--- config.mk ---
export PLATFORM = sky130hd
export DESIGN_NAME = speech_segment_tracker_top
export DESIGN_NICKNAME = d
export VERILOG_FILES = /design/src/rtl/sst_pkg.sv /design/src/rtl/sst_ms_conv.sv /design/src/rtl/speech_segment_tracker_top.sv
export SDC_FILE = /design/constraint.sdc
export NUM_CORES = 2
export LEC_CHECK = 0
export ABC_AREA = 1
export BUFFER_PORTS_ARGS = -buffer_cell sky130_fd_sc_hd__buf_4
export CELL_PAD_IN_SITES_DETAIL_PLACEMENT = 0
export CELL_PAD_IN_SITES_GLOBAL_PLACEMENT = 1
export CORE_ASPECT_RATIO = 0.9
export CORE_MARGIN = 4
export CORE_UTILIZATION = 53
export DETAILED_ROUTE_END_ITERATION = 6
export GPL_ROUTABILITY_DRIVEN = 0
export GPL_TIMING_DRIVEN = 1
export PLACE_DENSITY = 0.86
export REMOVE_ABC_BUFFERS = 1
export SETUP_SLACK_MARGIN = 0.3
export SYNTH_ARGS = -nofsm -noshare
export SYNTH_HDL_FRONTEND = slang
export SYNTH_SLANG_ARGS = --single-unit
--- constraint.sdc ---
create_clock -name clock -period 25.3 [get_ports clock]
set_clock_uncertainty 0.15 [all_clocks]
set_input_delay 1.265 -clock clock [delete_from_list [all_inputs] [get_ports clock]]
set_output_delay 1.265 -clock clock [all_outputs]
set_load 0.1 [all_outputs]
--- src/rtl/sst_pkg.sv ---
// Shared constants for the speech segment tracker.
`default_nettype none

package sst_pkg;

   // Default parameter values for the top level.
   localparam int SST_WINDOW_SAMPLES_DEF = 512;
   localparam int SST_SAMPLE_RATE_DEF    = 16000;

   // Sample positions and millisecond results.
   localparam int SAMP_W      = 32;
   localparam int MS_W        = 28;
   localparam int MS_PER_SEC  = 1000;
   localparam int MS_PER_SEC_W = 10;
   localparam int X_W         = SAMP_W + MS_PER_SEC_W;
   localparam logic [MS_W-1:0] SST_MS_MAX = '1;

   // Silence in milliseconds that marks a usable split point.
   localparam int SPLIT_SILENCE_MS = 98;

   // Register indexes on the configuration port.
   typedef enum logic [2:0] {
      REG_THRESHOLD   = 3'd0,
      REG_BOUNDARY    = 3'd1,
      REG_MIN_SILENCE = 3'd2,
      REG_MIN_SPEECH  = 3'd3,
      REG_MAX_SPEECH  = 3'd4,
      REG_PAD_START   = 3'd5,
      REG_PAD_END     = 3'd6,
      REG_AUDIO_LEN   = 3'd7
   } reg_idx_type;

   // Input item operations.
   typedef enum logic {
      OP_WINDOW = 1'b0,
      OP_FINISH = 1'b1
   } op_type;

endpackage : sst_pkg

`default_nettype wire

--- src/rtl/sst_ms_conv.sv ---
// Two-stage sample count to millisecond converter, reciprocal multiply with correction.
`default_nettype none

module sst_ms_conv
   import sst_pkg::*;
#(
   parameter int SAMPLE_RATE = SST_SAMPLE_RATE_DEF
) (
   input  wire logic              clock,
   input  wire logic              reset,
   input  wire logic              in_vld,
   input  wire logic [SAMP_W-1:0] in_samples,
   output logic                   out_vld,
   output logic [MS_W-1:0]        out_ms
);

   // floor(MS_PER_SEC * 2^SAMP_W / SAMPLE_RATE): the estimate is low by at most one
   localparam logic [63:0] RECIP    = (64'(MS_PER_SEC) << SAMP_W) / 64'(SAMPLE_RATE);
   localparam int          RECIP_W  = $clog2(RECIP + 64'd1);
   localparam int          PROD_W   = SAMP_W + RECIP_W;
   localparam int          QF_W     = RECIP_W + 1;
   localparam logic [RECIP_W-1:0] RECIP_C = RECIP[RECIP_W-1:0];

   logic              vld_a_ff;
   logic [PROD_W-1:0] prod_ff;
   logic [PROD_W-1:0] prod_in;
   logic [X_W-1:0]    scaled_ff;
   logic [X_W-1:0]    scaled_in;

   logic [RECIP_W-1:0] q_est;
   logic [X_W-1:0]     q_back;
   logic [X_W-1:0]     rem;
   logic               corr;
   logic [QF_W-1:0]    q_full;
   logic [SAMP_W-1:0]  q_wide;
   logic [MS_W-1:0]    ms_in;
   logic               vld_b_ff;
   logic [MS_W-1:0]    ms_ff;

   // stage A: estimate and exact scaled value
   assign prod_in   = PROD_W'(in_samples) * PROD_W'(RECIP_C);
   assign scaled_in = X_W'(in_samples) * X_W'(MS_PER_SEC);

   // stage B: remainder check, one step of correction, saturate
   always_comb begin
      q_est  = prod_ff[PROD_W-1:SAMP_W];
      q_back = X_W'(q_est) * X_W'(SAMPLE_RATE);
      rem    = scaled_ff - q_back;
      corr   = (rem >= X_W'(SAMPLE_RATE));
      q_full = QF_W'(q_est) + QF_W'(corr);
      q_wide = SAMP_W'(q_full);
      ms_in  = (q_wide > SAMP_W'(SST_MS_MAX)) ? SST_MS_MAX : q_wide[MS_W-1:0];
   end

   always_ff @(posedge clock) begin
      if (reset) begin
         vld_a_ff <= 1'b0;
         vld_b_ff <= 1'b0;
      end else begin
         vld_a_ff <= in_vld;
         vld_b_ff <= vld_a_ff;
      end
      prod_ff   <= prod_in;
      scaled_ff <= scaled_in;
      ms_ff     <= ms_in;
   end

   assign out_vld = vld_b_ff;
   assign out_ms  = ms_ff;

endmodule : sst_ms_conv

`default_nettype wire

--- src/rtl/speech_segment_tracker_top.sv ---
// Speech segment tracker: window decisions, padding, ms conversion and result queue.
// Path: an accepted item passes the input register, decision, padding, two
//   conversion stages, the queue and the output register to its result.
// Throughput: one item per cycle; the outstanding-item credit (8) sets the limit.
// Items that close no segment produce nothing and free their credit after decision.
// Reset (synchronous, active high) clears tracker state, queue, credits and
// loads register defaults.
`default_nettype none

module speech_segment_tracker_top
   import sst_pkg::*;
#(
   parameter int WINDOW_SAMPLES = SST_WINDOW_SAMPLES_DEF,
   parameter int SAMPLE_RATE    = SST_SAMPLE_RATE_DEF
) (
   input  wire logic        clock,
   input  wire logic        reset,
   // input items
   input  wire logic        req_valid,
   output logic             req_ready,
   input  wire logic        req_operation,
   input  wire logic [15:0] req_speech_probability,
   // result items
   output logic             rsp_valid,
   input  wire logic        rsp_ready,
   output logic [MS_W-1:0]  rsp_start_ms,
   output logic [MS_W-1:0]  rsp_end_ms,
   // configuration
   input  wire logic        csr_psel,
   input  wire logic        csr_penable,
   input  wire logic        csr_pwrite,
   input  wire logic [4:0]  csr_paddr,
   input  wire logic [31:0] csr_pwdata,
   output logic [31:0]      csr_prdata,
   output logic             csr_pready
);

   // ------------------------------------------------------------------
   // Local constants
   // ------------------------------------------------------------------
   localparam logic [SAMP_W-1:0] WIN_C      = SAMP_W'(WINDOW_SAMPLES);
   localparam logic [SAMP_W-1:0] SAT_LIMIT  = '1 - WIN_C;
   localparam logic [SAMP_W-1:0] SPLIT_SIL  =
      SAMP_W'((SAMPLE_RATE / MS_PER_SEC) * SPLIT_SILENCE_MS);
   localparam int                DEPTH      = 8;
   localparam int                PTR_W      = $clog2(DEPTH);
   localparam int                CNT_W      = $clog2(DEPTH + 1);

   typedef struct packed {
      logic [MS_W-1:0] start_ms;
      logic [MS_W-1:0] end_ms;
   } seg_type;

   // ------------------------------------------------------------------
   // Configuration registers
   // ------------------------------------------------------------------
   logic [15:0]       threshold_ff;
   logic [15:0]       boundary_ff;
   logic [SAMP_W-1:0] min_silence_ff;
   logic [SAMP_W-1:0] min_speech_ff;
   logic [SAMP_W-1:0] max_speech_ff;
   logic [SAMP_W-1:0] pad_start_ff;
   logic [SAMP_W-1:0] pad_end_ff;
   logic [SAMP_W-1:0] audio_len_ff;

   logic        csr_wr;
   reg_idx_type csr_idx;

   assign csr_pready = 1'b1;
   assign csr_wr     = csr_psel && csr_penable && csr_pwrite && csr_pready;
   assign csr_idx    = reg_idx_type'(csr_paddr[4:2]);

   always_ff @(posedge clock) begin
      if (reset) begin
         threshold_ff   <= 16'd16384;
         boundary_ff    <= 16'd4915;
         min_silence_ff <= 32'd1600;
         min_speech_ff  <= 32'd4000;
         max_speech_ff  <= '1;
         pad_start_ff   <= 32'd480;
         pad_end_ff     <= '0;
         audio_len_ff   <= '0;
      end else if (csr_wr) begin
         unique case (csr_idx)
            REG_THRESHOLD:   threshold_ff   <= csr_pwdata[15:0];
            REG_BOUNDARY:    boundary_ff    <= csr_pwdata[15:0];
            REG_MIN_SILENCE: min_silence_ff <= csr_pwdata;
            REG_MIN_SPEECH:  min_speech_ff  <= csr_pwdata;
            REG_MAX_SPEECH:  max_speech_ff  <= csr_pwdata;
            REG_PAD_START:   pad_start_ff   <= csr_pwdata;
            REG_PAD_END:     pad_end_ff     <= csr_pwdata;
            REG_AUDIO_LEN:   audio_len_ff   <= csr_pwdata;
            default:         ;
         endcase
      end
   end

   // read back; the 16-bit registers come back zero-extended
   always_comb begin
      unique case (csr_idx)
         REG_THRESHOLD:   csr_prdata = {16'd0, threshold_ff};
         REG_BOUNDARY:    csr_prdata = {16'd0, boundary_ff};
         REG_MIN_SILENCE: csr_prdata = min_silence_ff;
         REG_MIN_SPEECH:  csr_prdata = min_speech_ff;
         REG_MAX_SPEECH:  csr_prdata = max_speech_ff;
         REG_PAD_START:   csr_prdata = pad_start_ff;
         REG_PAD_END:     csr_prdata = pad_end_ff;
         REG_AUDIO_LEN:   csr_prdata = audio_len_ff;
         default:         csr_prdata = '0;
      endcase
   end

   // ------------------------------------------------------------------
   // Credit: every accepted item holds one until it is dropped at the
   // decision stage or its result is taken. The queue can never overflow.
   // ------------------------------------------------------------------
   logic             req_acc;
   logic             rsp_acc;
   logic             drop;
   logic [CNT_W-1:0] pending_ff;
   logic [CNT_W-1:0] pending_in;

   assign req_ready  = (pending_ff < CNT_W'(DEPTH));
   assign req_acc    = req_valid && req_ready;
   assign rsp_acc    = rsp_valid && rsp_ready;
   assign pending_in = pending_ff + CNT_W'(req_acc) - CNT_W'(rsp_acc) - CNT_W'(drop);

   // ------------------------------------------------------------------
   // Input register
   // ------------------------------------------------------------------
   logic        in_vld_ff;
   op_type      in_op_ff;
   logic [15:0] in_prob_ff;

   always_ff @(posedge clock) begin
      if (reset) begin
         in_vld_ff  <= 1'b0;
         pending_ff <= '0;
      end else begin
         in_vld_ff  <= req_acc;
         pending_ff <= pending_in;
      end
      if (req_acc) begin
         in_op_ff   <= op_type'(req_operation);
         in_prob_ff <= req_speech_probability;
      end
   end

   // ------------------------------------------------------------------
   // Decision stage: tracker state and segment closing
   // ------------------------------------------------------------------
   logic              triggered_ff,  triggered_in;
   logic              seg_open_ff,   seg_open_in;
   logic [SAMP_W-1:0] sample_pos_ff, sample_pos_in;
   logic [SAMP_W-1:0] tent_end_ff,   tent_end_in;
   logic [SAMP_W-1:0] prev_end_ff,   prev_end_in;
   logic [SAMP_W-1:0] next_start_ff, next_start_in;
   logic [SAMP_W-1:0] seg_start_ff,  seg_start_in;

   logic              emit_vld_ff,   emit_vld_in;
   logic [SAMP_W-1:0] emit_s_ff,     emit_s_in;
   logic [SAMP_W-1:0] emit_e_ff,     emit_e_in;

   logic [SAMP_W-1:0] sp_next;
   logic [SAMP_W-1:0] win_start;
   logic              above;
   logic              in_band;
   logic              split_due;
   logic [SAMP_W-1:0] te_eff;
   logic [SAMP_W-1:0] quiet;
   logic              seg_long;

   always_comb begin
      triggered_in  = triggered_ff;
      seg_open_in   = seg_open_ff;
      sample_pos_in = sample_pos_ff;
      tent_end_in   = tent_end_ff;
      prev_end_in   = prev_end_ff;
      next_start_in = next_start_ff;
      seg_start_in  = seg_start_ff;
      emit_vld_in   = 1'b0;
      emit_s_in     = seg_start_ff;
      emit_e_in     = audio_len_ff;

      // advance the position by one window, saturating
      sp_next   = (sample_pos_ff > SAT_LIMIT) ? '1 : sample_pos_ff + WIN_C;
      win_start = sp_next - WIN_C;

      above   = (in_prob_ff >= threshold_ff);
      // prob >= threshold - offset, kept non-negative by moving the offset across
      in_band = ((17'(in_prob_ff) + 17'(boundary_ff)) >= 17'(threshold_ff));
      split_due = ((sp_next - seg_start_ff) > max_speech_ff) && (sp_next >= seg_start_ff);

      te_eff   = (tent_end_ff == '0) ? sp_next : tent_end_ff;
      quiet    = sp_next - te_eff;
      seg_long = (te_eff > seg_start_ff) && ((te_eff - seg_start_ff) > min_speech_ff);

      if (in_vld_ff) begin
         if (in_op_ff == OP_FINISH) begin
            // close any open segment at the clip end, then start a new clip
            emit_vld_in   = seg_open_ff;
            emit_s_in     = seg_start_ff;
            emit_e_in     = audio_len_ff;
            triggered_in  = 1'b0;
            seg_open_in   = 1'b0;
            sample_pos_in = '0;
            tent_end_in   = '0;
            prev_end_in   = '0;
            next_start_in = '0;
            seg_start_in  = '0;
         end else begin
            sample_pos_in = sp_next;
            if (above) begin
               // speech: cancel a pending end, open a segment if idle
               if (tent_end_ff != '0) begin
                  tent_end_in = '0;
                  if (next_start_ff < prev_end_ff) begin
                     next_start_in = win_start;
                  end
               end
               if (!triggered_ff) begin
                  triggered_in = 1'b1;
                  seg_open_in  = 1'b1;
                  seg_start_in = win_start;
               end
            end else if (triggered_ff && seg_open_ff && split_due) begin
               // too long: split at the last quiet point, or here
               emit_vld_in = 1'b1;
               emit_s_in   = seg_start_ff;
               if (prev_end_ff != '0) begin
                  emit_e_in = prev_end_ff;
                  if (next_start_ff < prev_end_ff) begin
                     triggered_in = 1'b0;
                     seg_open_in  = 1'b0;
                  end else begin
                     seg_start_in = next_start_ff;
                  end
               end else begin
                  emit_e_in    = sp_next;
                  triggered_in = 1'b0;
                  seg_open_in  = 1'b0;
               end
               prev_end_in   = '0;
               next_start_in = '0;
               tent_end_in   = '0;
            end else if (!in_band && triggered_ff) begin
               // silence while triggered: track it, close after enough of it
               tent_end_in = te_eff;
               if (quiet > SPLIT_SIL) begin
                  prev_end_in = te_eff;
               end
               if (quiet >= min_silence_ff) begin
                  emit_vld_in   = seg_open_ff && seg_long;
                  emit_s_in     = seg_start_ff;
                  emit_e_in     = te_eff;
                  seg_open_in   = 1'b0;
                  triggered_in  = 1'b0;
                  prev_end_in   = '0;
                  next_start_in = '0;
                  tent_end_in   = '0;
               end
            end
         end
      end
   end

   assign drop = in_vld_ff && !emit_vld_in;

   always_ff @(posedge clock) begin
      if (reset) begin
         triggered_ff  <= 1'b0;
         seg_open_ff   <= 1'b0;
         sample_pos_ff <= '0;
         tent_end_ff   <= '0;
         prev_end_ff   <= '0;
         next_start_ff <= '0;
         seg_start_ff  <= '0;
         emit_vld_ff   <= 1'b0;
      end else begin
         triggered_ff  <= triggered_in;
         seg_open_ff   <= seg_open_in;
         sample_pos_ff <= sample_pos_in;
         tent_end_ff   <= tent_end_in;
         prev_end_ff   <= prev_end_in;
         next_start_ff <= next_start_in;
         seg_start_ff  <= seg_start_in;
         emit_vld_ff   <= emit_vld_in;
      end
      emit_s_ff <= emit_s_in;
      emit_e_ff <= emit_e_in;
   end

   // ------------------------------------------------------------------
   // Padding stage: start floored at zero, end clamped at the clip length
   // ------------------------------------------------------------------
   logic              pad_vld_ff;
   logic [SAMP_W-1:0] pad_a_ff, pad_a_in;
   logic [SAMP_W-1:0] pad_b_ff, pad_b_in;
   logic [SAMP_W:0]   end_sum;

   always_comb begin
      pad_a_in = (emit_s_ff > pad_start_ff) ? emit_s_ff - pad_start_ff : '0;
      end_sum  = {1'b0, emit_e_ff} + {1'b0, pad_end_ff};
      pad_b_in = (end_sum > {1'b0, audio_len_ff}) ? audio_len_ff : end_sum[SAMP_W-1:0];
   end

   always_ff @(posedge clock) begin
      if (reset) begin
         pad_vld_ff <= 1'b0;
      end else begin
         pad_vld_ff <= emit_vld_ff;
      end
      pad_a_ff <= pad_a_in;
      pad_b_ff <= pad_b_in;
   end

   // ------------------------------------------------------------------
   // Millisecond conversion, one unit per field
   // ------------------------------------------------------------------
   logic            conv_vld;
   logic            conv_vld_unused;
   logic [MS_W-1:0] conv_start_ms;
   logic [MS_W-1:0] conv_end_ms;

   sst_ms_conv #(
      .SAMPLE_RATE (SAMPLE_RATE)
   ) u_conv_start (
      .clock      (clock),
      .reset      (reset),
      .in_vld     (pad_vld_ff),
      .in_samples (pad_a_ff),
      .out_vld    (conv_vld),
      .out_ms     (conv_start_ms)
   );

   sst_ms_conv #(
      .SAMPLE_RATE (SAMPLE_RATE)
   ) u_conv_end (
      .clock      (clock),
      .reset      (reset),
      .in_vld     (pad_vld_ff),
      .in_samples (pad_b_ff),
      .out_vld    (conv_vld_unused),
      .out_ms     (conv_end_ms)
   );

   // ------------------------------------------------------------------
   // Result queue and output register
   // ------------------------------------------------------------------
   seg_type          fifo_mem [DEPTH];
   logic [PTR_W-1:0] wr_ptr_ff;
   logic [PTR_W-1:0] rd_ptr_ff;
   logic [CNT_W-1:0] fifo_cnt_ff;
   logic             fifo_wr;
   logic             fifo_rd;
   logic             rsp_vld_ff;
   seg_type          rsp_seg_ff;

   assign fifo_wr = conv_vld && conv_vld_unused;
   assign fifo_rd = (fifo_cnt_ff != '0) && (!rsp_vld_ff || rsp_ready);

   always_ff @(posedge clock) begin
      if (fifo_wr) begin
         fifo_mem[wr_ptr_ff] <= '{start_ms: conv_start_ms, end_ms: conv_end_ms};
      end
      if (fifo_rd) begin
         rsp_seg_ff <= fifo_mem[rd_ptr_ff];
      end
   end

   always_ff @(posedge clock) begin
      if (reset) begin
         wr_ptr_ff   <= '0;
         rd_ptr_ff   <= '0;
         fifo_cnt_ff <= '0;
         rsp_vld_ff  <= 1'b0;
      end else begin
         if (fifo_wr) begin
            wr_ptr_ff <= wr_ptr_ff + PTR_W'(1);
         end
         if (fifo_rd) begin
            rd_ptr_ff <= rd_ptr_ff + PTR_W'(1);
         end
         fifo_cnt_ff <= fifo_cnt_ff + CNT_W'(fifo_wr) - CNT_W'(fifo_rd);
         // load on a pop, drop once taken
         if (fifo_rd) begin
            rsp_vld_ff <= 1'b1;
         end else if (rsp_ready) begin
            rsp_vld_ff <= 1'b0;
         end
      end
   end

   assign rsp_valid    = rsp_vld_ff;
   assign rsp_start_ms = rsp_seg_ff.start_ms;
   assign rsp_end_ms   = rsp_seg_ff.end_ms;

   // ------------------------------------------------------------------
   // Assertions
   // ------------------------------------------------------------------
`ifndef ASSERT_OFF
   a_fifo_no_overflow: assert property (@(posedge clock) disable iff (reset)
      (fifo_wr && !fifo_rd) |-> (fifo_cnt_ff < CNT_W'(DEPTH)))
      else $error("result queue written while full");

   a_credit_covers_queue: assert property (@(posedge clock) disable iff (reset)
      pending_ff >= fifo_cnt_ff)
      else $error("queued results exceed outstanding credit");

   a_open_tracks_trigger: assert property (@(posedge clock) disable iff (reset)
      seg_open_ff == triggered_ff)
      else $error("segment open flag out of step with trigger");

   a_finish_clears: assert property (@(posedge clock) disable iff (reset)
      (in_vld_ff && (in_op_ff == OP_FINISH)) |=>
         (!triggered_ff && (sample_pos_ff == '0) && (tent_end_ff == '0)))
      else $error("finish item did not clear tracker state");
`endif

endmodule : speech_segment_tracker_top

`default_nettype wire

==> results by group <==
Clock network
  • Clock Tree Buf Depth: 3
  • Hold-fix buffers, CTS: 0
  • Clock sink count: 1241
  • Setup repair bufs after CTS: 0
  • Clk Latency, worst-skew pair: ~0.8 ns
  • Clock root buffer: clkbuf_16
  • Worst-path clk slew: roughly 0.070 ns
  • Post-CTS Resized: 0
  • H-tree depth: 4
  • CTS tree: done
  • Num CTS Buffers: about 140

Outcome
  • Outcome: finished with violations
  • Failing checks: DRC

Routing
  • WL final: roughly 240 mm
  • WL/cell: between 15 and 20 µm
  • Pre-Repair DR Iteration Count: 7
  • Residual DRC: 12
  • Antenna viol nets, final: 0
  • Starting DRC count in detailed routing: around 5300
  • Routed via count: slightly below 70000
  • Vias per inst: 5.66

Cells and area
  • Commonest non-fill, non-tap cells in the layout: nand2_1, nor2_1, inv_1
  • Post-Route Utilization: 0.583
  • Area growth from synthesis to layout: 9.29%
  • Max reg flops: roughly 450
  • Largest reg by FF count: fifo_mem
  • Most common cell after layout, fill and taps aside: nand2_1
  • Layout cells sized above 1: 0.0504
  • Nets: approximately 11000
  • Top flop regs: fifo_mem x448, u_conv_start.scaled_ff x37, u_conv_end.scaled_ff x35

Yosys
  • Largest area contributor in the netlist: edfxtp_1
  • EDFF count, synth: between 500 and 600
  • Area contributors post-synth: edfxtp_1, dfxtp_1, ha_1
  • Ys async rst share: 0
  • Mapped Area: between 80000 and 90000 µm²
  • Top cell type's share of synthesized area: 0.186
  • Top_reg_cell synth: dfxtp_1
  • Post-synthesis cell count: about 10000
  • FF+latch count, synth: between 1000 and 1500
  • Sequential fraction of the synthesis area: 0.358
  • Synth warnings: 0
  • Syn_area_per_cell: 8.38 µm²
  • Library cells used by synthesis: 67

Die
  • Die X-Extent: 428 µm
  • Die footprint: between 150000 and 200000 µm²
  • Starting Density: 0.533
  • IO Pins: between 150 and 200
  • # rows: approximately 140
  • Die Ht: ~390 µm
  • Core area: about 160000 µm²

Global routing
  • First-pass GRT wire length: 380 mm
  • Global Route Usage Sum: 0.293
  • Number of global-route vias before repair: 68500
  • Initial antenna violation count: 12
  • Largest net degree at the start of global routing: 161
  • GRT overflow: 0

STA
  • RSZ-0062 raised after global routing: no
  • Fmax: roughly 0.097 GHz
  • Final hold violation count: 0
  • Slew Limit Fails: 0
  • Worst-Margin Slew: ~1.2 ns
  • Setup Viol. Count Final: 0
  • Max_slew headroom: 0.174
  • Fin crit period: about 10 ns
  • Setup TNS: 0 ns
  • Final worst-path cycle share: 0.406

Placement
  • HPWL Detailed: roughly 190 mm
  • Port Buf Inserts: ~150

Critical path
  • Critical path's slowest cell: dfxtp_1
  • Worst Setup EP: pending_ff[3]
  • Crit path launch: sample_pos_ff[9]
  • Crit Path Class: reg -> reg
  • Setup crit end kind: flop
  • WP data required: 25.88 ns
  • CP most frequent cell: nand2_1
  • Worst Reg2Reg Path Length in Cells: 45
  • Data arrival, critical path: about 11 ns
  • CP Max Fanout: 30
  • RR Endpoint: pending_ff[3]
  • Reg2reg start: sample_pos_ff[9]
  • Setup crit start kind: flop
  • Max incr delay on CP: approximately 0.66 ns
  • R2R setup slack: around 15 ns

Min path
  • Worst min path class: reg -> reg

Job
  • Maxcap violations: 0
logic make-up after synthesis:
| group | Yosys count | synth area share |
|---|---|---|
| buffers and inverters | 1535 | 0.0698 |
| multiplexers | 1 | 0.000119 |
| AO/OA/AOI/OAI | 2234 | 0.146 |
| AND/OR/NAND/NOR | 3453 | 0.168 |
| XOR/XNOR | 340 | 0.0354 |
| other | 1 | 0.0000446 |
| adder cells (fa/ha/maj) | 1223 | 0.222 |
| flip-flops | 1241 | 0.358 |
worst max-delay path: cells and delay by family (launching register included):
kind                       cells  cell delay, ns
and+or+nand+nor               22            4.02
buffers and inverters          9            1.64
DFF                            1            0.66
adders and majority gates      6            1.91
xor gates and xnor gates       2            0.54
AOI/OAI and AO/OA              6            1.28
area by class of cell:
cell class	count	area [µm²]
Antenna cell	7	17.5
Multi-Input combinational cell	7252	48200
Fill cell	14200	65700
Clock inverter	60	793
Clock buffer	186	3810
Sequential cell	1241	30100
Tap cell	2100	2630
Timing Repair Buffer	211	1580
Inverter	1247	4700
worst min path at each step:
stage,from,to,slack (ns),cells past startpoint
after floorplan,seg_start_ff[26],emit_s_ff[26],0.18,0
after global placement,seg_start_ff[13],emit_s_ff[13],0.21,0
after detailed placement,seg_start_ff[12],emit_s_ff[12],0.21,0
after CTS,seg_start_ff[3],emit_s_ff[3],0.17,0
after global routing,seg_start_ff[3],emit_s_ff[3],0.17,0
final,seg_start_ff[3],emit_s_ff[3],0.17,0
per-layer routing:
| layer | routed length, µm | GRT usage |
|---|---|---|
| met1 | 101000 | 0.373 |
| met2 | 116000 | 0.498 |
| met3 | 13700 | 0.0353 |
| met4 | 12400 | 0.134 |
| met5 | 0 | 0 |
metrics by stage:
step                      setup WS, ns  hold WS (ns)  instance area (µm²)  cells
final                            15.02         0.168                91800  12300
after global routing             14.22         0.175                91800  12300
after CTS                        15.16         0.166                91800  12300
after detailed placement         15.23         0.210                87200  12100
after global placement           15.27         0.208                87200  12100
after floorplan                  16.10         0.181                82800   9740
synthesized netlist by cell type, types with 15 or more instances:
cell type and instances:
inv_1 1236, o211ai_1 53, fa_1 451, a21boi_0 22
xnor2_1 124, nand2_1 1562, edfxtp_1 521, buf_2 32
o21bai_1 34, nor2_1 1263, ha_1 772, a31oi_1 98
a221oi_1 28, o21ai_0 819, o22ai_1 106, or2_2 18
dfxtp_1 720, nand3_1 340, a21oi_1 906, a22oi_1 25
clkbuf_1 235, xor2_1 216, nor3_1 75, a21o_1 39
nand4_1 96, nand3b_1 21, o221ai_1 15, nor4_1 27
o21a_1 34
Power is left out: the tool's default activity adds up to more than one toggle a clock period on the data nets, which glitch-free logic cannot reach.
